### src/rtl/core/wsr_pkg.sv
// Shared types and constants for the window statistics and trend run unit.
package wsr_pkg;

    localparam int SAMPLE_W   = 14;
    localparam int SUM_W      = 26;
    localparam int SQ_W       = 41;
    localparam int SQ_OUT_W   = 40;
    localparam int RSUM_W     = 20;
    localparam int RTOT_W     = 19;
    localparam int COUNT_W    = 16;
    localparam int PROD_W     = 2 * SAMPLE_W;

    localparam int WINDOW_DEF = 4096;
    localparam int RUNS_DEF   = 8;

    localparam int IN_TDATA_W  = 16;
    localparam int OUT_TDATA_W = 88;
    localparam int PADDR_W     = 3;
    localparam int PDATA_W     = 32;

    // register index taken from paddr[2]
    localparam logic REG_TREND_TOL = 1'b0;

    localparam logic [SAMPLE_W-1:0] TOL_RESET = SAMPLE_W'(8);
    localparam logic [COUNT_W-1:0]  COUNT_MAX = '1;

    typedef struct packed {
        logic                fire;
        logic [SAMPLE_W-1:0] sample;
    } step_t;

endpackage

### src/rtl/core/wsr_trend.sv
// Rising/falling trend tracking with a ring of finished run lengths.
module wsr_trend #(
    parameter int RUNS = wsr_pkg::RUNS_DEF
) (
    input  logic                         clk,
    input  logic                         rst_n,
    input  wsr_pkg::step_t               step,
    input  logic [wsr_pkg::SAMPLE_W-1:0] tolerance,
    output logic [wsr_pkg::RSUM_W-1:0]   run_sum_next,
    output logic                         ended
);
    import wsr_pkg::*;

    localparam int RP_W = (RUNS > 1) ? $clog2(RUNS) : 1;

    logic [COUNT_W-1:0]  run_mem [RUNS];
    logic [COUNT_W-1:0]  run_rd_reg;
    logic [RUNS-1:0]     run_vld_reg;
    logic [RP_W-1:0]     rp_reg;
    logic [RP_W-1:0]     rp_next;
    logic [RSUM_W-1:0]   run_sum_reg;
    logic [SAMPLE_W-1:0] prev_reg;
    logic                rising_reg;
    logic [COUNT_W-1:0]  count_reg;
    logic [COUNT_W-1:0]  count_next;
    logic [SAMPLE_W:0]   s_plus_tol;
    logic [SAMPLE_W:0]   p_plus_tol;
    logic                cont;
    logic [COUNT_W-1:0]  run_old;

    assign s_plus_tol = {1'b0, step.sample} + {1'b0, tolerance};
    assign p_plus_tol = {1'b0, prev_reg} + {1'b0, tolerance};
    assign cont = rising_reg ? (s_plus_tol > {1'b0, prev_reg})
                             : ({1'b0, step.sample} < p_plus_tol);
    assign ended = step.fire && !cont;

    always_comb
    begin
        rp_next = rp_reg;
        if (ended)
        begin
            rp_next = (rp_reg == RP_W'(RUNS - 1)) ? '0 : rp_reg + 1'b1;
        end
    end

    always_comb
    begin
        if (!cont)
        begin
            count_next = COUNT_W'(1);
        end
        else if (count_reg == COUNT_MAX)
        begin
            count_next = count_reg;
        end
        else
        begin
            count_next = count_reg + 1'b1;
        end
    end

    assign run_old = run_vld_reg[rp_reg] ? run_rd_reg : '0;

    always_comb
    begin
        run_sum_next = run_sum_reg;
        if (ended)
        begin
            run_sum_next = run_sum_reg - RSUM_W'(run_old) + RSUM_W'(count_reg);
        end
    end

    always_ff @(posedge clk or negedge rst_n)
    begin
        if (!rst_n)
        begin
            prev_reg    <= '0;
            rising_reg  <= 1'b0;
            count_reg   <= '0;
            rp_reg      <= '0;
            run_sum_reg <= '0;
            run_vld_reg <= '0;
        end
        else if (step.fire)
        begin
            prev_reg  <= step.sample;
            count_reg <= count_next;
            if (ended)
            begin
                rising_reg          <= !rising_reg;
                rp_reg              <= rp_next;
                run_sum_reg         <= run_sum_next;
                run_vld_reg[rp_reg] <= 1'b1;
            end
        end
    end

    always_ff @(posedge clk)
    begin
        if (ended)
        begin
            run_mem[rp_reg] <= count_reg;
        end
    end

    // prefetch the ring entry the next run will replace; bypass a single-entry ring
    always_ff @(posedge clk)
    begin
        if (ended && (rp_next == rp_reg))
        begin
            run_rd_reg <= count_reg;
        end
        else
        begin
            run_rd_reg <= run_mem[rp_next];
        end
    end

endmodule

### config.mk
export PLATFORM = sky130hd
export DESIGN_NAME = wsr_trend
export DESIGN_NICKNAME = d
export VERILOG_FILES = /design/src/rtl/core/wsr_pkg.sv /design/src/rtl/core/wsr_trend.sv
export SDC_FILE = /design/constraint.sdc
export NUM_CORES = 1
export LEC_CHECK = 0
export ABC_AREA = 1
export BUFFER_PORTS_ARGS = -buffer_cell sky130_fd_sc_hd__clkbuf_2
export CAP_MARGIN = 10
export CORE_ASPECT_RATIO = 0.75
export CORE_UTILIZATION = 67
export CTS_CLUSTER_DIAMETER = 40
export DETAILED_ROUTE_END_ITERATION = 16
export PLACE_DENSITY = 0.89
export SETUP_SLACK_MARGIN = 0.4
export SLEW_MARGIN = 20
export SYNTH_ARGS = -nofsm -noshare
export SYNTH_HDL_FRONTEND = slang
export SYNTH_SLANG_ARGS = --single-unit
### constraint.sdc
create_clock -name clk -period 7.96 [get_ports clk]
set_input_delay 1.194 -clock clk [delete_from_list [all_inputs] [get_ports clk]]
set_output_delay 1.194 -clock clk [all_outputs]
set_load 0.05 [all_outputs]
==> impl_metrics.tcl <==
set metrics [dict create \
    post-route-drc-count 0 \
    antennaDiodeCount 0 \
    syn_inst 1391 \
    async_reset_ff_share_pct 30.1 \
    cts_buffers 23 \
    fp.dieH_um 118 \
    fmax_ghz 0.146 \
    synth_xor_area_share_pct 3.06 \
    gp_routability_congestion 0.900 \
    grt_pass1_wl_um 48800 \
    rsz0062_at_grt "false" \
    drv_cap 0 \
    post-dp-hpwl_um 19200 \
    finalSetupViolations 0 \
    postCtsSetupBuffers 0 \
    wl_per_cell_um 17.8 \
    ys.flop_type "edfxtp_1" \
    critical_path_class "flop to primary output" \
    tns_ns 0 \
    cp_max_fo 16 \
    path_clk_slew_ns 0.06 \
    areaGrowthSynthToFinish_pct 10.9 \
    clk_latency_ns 0.52 \
    synth_simple_gate_area_share_pct 20.0 \
    wl_um 30400 \
    yosys-top-cells-area "edfxtp_1 32%, dfrtp_1 13%, nand2_1 9.2%" \
    yosysWarnings 0 \
    synth_compound_area_share_pct 7.82 \
    relSlewSlack_pct 43.6 \
    mappedNetlistNets 1518 \
    syn_avg_cell_area_um2 8.65 \
    worst_pin_slew_ns 0.846 \
    cts.repair.resized 0 \
    fin_nets 1573 \
    r2r_slack_ns 2.71 \
    core_um2 17600 \
    synth_top_area_share_pct 32.0 \
    ys_seq_elements 206 \
    clk_path_buf_depth 3 \
    status "complete, no violations" \
    hold_viol 0 \
    numPortBuffers 51 \
    yosysSeqAreaShare_pct 47.5 \
    synthMuxAreaShare_pct 0 \
    synth_top_family_by_area "simple AND/OR/NAND/NOR gates" \
    drtIter0Drc 1307 \
    crit_slowest_cell "or4_1" \
    grt_max_degree 63 \
    start_kind "flop" \
    cp.arrival_ns 5.67 \
    min_period_over_period_pct 86.2 \
    antenna_found_initial 0 \
    die_area_um2 18500 \
    critical_path_required_ns 6.77 \
    start_util_pct 68.3 \
    cp_cell_sequence "inv_1, nand3_1, o22ai_1, or4_1, inv_1, nor2_1, fa_1, inv_1, ha_1, nand2_1, o21ai_0, a21oi_1, o21ai_0, nand3_1, nand2_1, nand3_1, nand2_1, nand2_1, nand2_1, xnor2_1, o21ai_0, clkbuf_2" \
    cts_tree "done" \
    root_buffer "clkbuf_16" \
    grt_overflow_total 0 \
    grt_pass1_vias 9728 \
    ant_nets 0 \
    largest_reg_flops 128 \
    end_kind "primary output" \
    yosysTopAreaCell "edfxtp_1" \
    ctsHoldBuffers 0 \
    synth_edf_count 128 \
    final_layout_size_suffix_gt1_share_pct 8.27 \
    grt_usage_pct 34.3 \
    rows 42 \
    io_pins 52 \
    layout_min_cycle_time_ns 6.86 \
    synthAdderAreaFrac_pct 11.1 \
    drt_pass1_iterations 6 \
    synth_cell_types 39 \
    hp-class "flop to flop" \
    drt-vias-per-instance 5.87 \
    clock-sinks 206 \
    cts.htree.levels 1 \
    cp_slowest_stage_delay_ns 0.57 \
    crit_top_cell "nand2_1" \
    finClkSkew_ns 0.0130 \
    via_count 10000 \
    die_x_um 157 \
    netlist_area_um2 12000 \
    drv_slew 0 \
]
## cell usage after synthesis, types with 2 or more instances
cell and number:
nor4_1 2, xor2_1 22, fa_1 18, o21ai_0 85, nand3b_1 17, o211ai_1 4
nor2_1 61, inv_1 275, o31ai_1 2, nand2_1 296, o21a_1 2, nand3_1 146
o22ai_1 4, nand4_1 8, nor3_1 12, nand2_2 5, o21bai_1 5, edfxtp_1 128
buf_4 7, nand3_2 3, dfxtp_1 16, buf_2 11, buf_6 4, ha_1 78
dfrtp_1 62, inv_2 2, xnor2_1 20, clkbuf_1 17, a31oi_1 4, a21oi_1 66
## through the flow
stage | area [µm²] | worst slack (ns) | std cells | hold slack [ns] | util (%)
final | 13300 | 1.10 | 1705 | 0.462 | 75.7
after global routing | 13300 | 0.866 | 1705 | 0.487 | 75.7
after CTS | 13300 | 1.26 | 1705 | 0.462 | 75.7
after detailed placement | 12500 | 1.62 | 1663 | 0.446 | 71.0
after global placement | 12500 | 1.85 | 1663 | 0.438 | 71.0
after floorplan | 12000 | 1.70 | 1391 | 0.427 | -
## layout by cell type (no fill, tap or decap), drive strengths merged
cell      instances
a21oi            66
a221oi            1
clkinv            6
buf              19
dfxtp            16
clkinvlp          1
clkbuf           75
o22ai             4
inv             282
o21bai            5
nand3b           17
nor4              2
nor2             62
fa               18
ha               78
nand3           149
or2               2
o31ai             2
nor3             12
xnor2            20
a21o              1
a31oi             4
dfrtp            62
nand4             8
bufinv            5
a21boi            1
or4               1
o211ai            4
o21ai            87
xor2             22
o21a              2
edfxtp          128
nand2           301
## worst max-delay path, delay by kind of cell, from the launching register on
family | cells | cell delay, ns
AOI/OAI and AO/OA | 5 | 1.12
xor gates and xnor gates | 1 | 0.10
adders and majority gates | 2 | 0.87
buffers and inverters | 4 | 1.00
DFF | 1 | 0.52
and+or+nand+nor | 10 | 1.55
## path summary, 6_finish.rpt
path                                     start               end  cells past startpoint
worst min-delay path            run_vld_reg[5]    run_vld_reg[5]                      2
worst min register to register  run_vld_reg[5]    run_vld_reg[5]                      2
worst max-delay path                 rp_reg[0]  run_sum_next[15]                     22
min in group asynchronous                rst_n   run_sum_reg[10]                      2
max in group asynchronous                rst_n      count_reg[9]                      2
worst max register to register     prev_reg[4]     run_rd_reg[9]                     29
## metal layers
layer,vias up,share of wire (%),global-route usage (%)
met1,4622,40,48.8
met2,647,44,52.3
met3,114,12,7.03
met5,-,0,0
met4,0,3.1,12.6
li1,4626,-,-
## final cells by class
class / count / area, µm²
inverter: 277 / 1040
fill: 1093 / 4270
clock buffer: 25 / 593
tap: 242 / 303
clock inverter: 17 / 233
timing repair buffer: 69 / 390
sequential: 206 / 5720
multi-input combinational: 869 / 5060
## cells by family (layout without fill, tap and decap cells)
group	count (synthesis)	count (layout)
xor gates and xnor gates	42	42
adders and majority gates	96	96
DFF	206	206
buffers and inverters	316	388
and+or+nand+nor	554	554
AOI/OAI and AO/OA	177	177
Power is not shown: default switching activity piles up to over one toggle a cycle in this logic, so the estimate is an artifact.
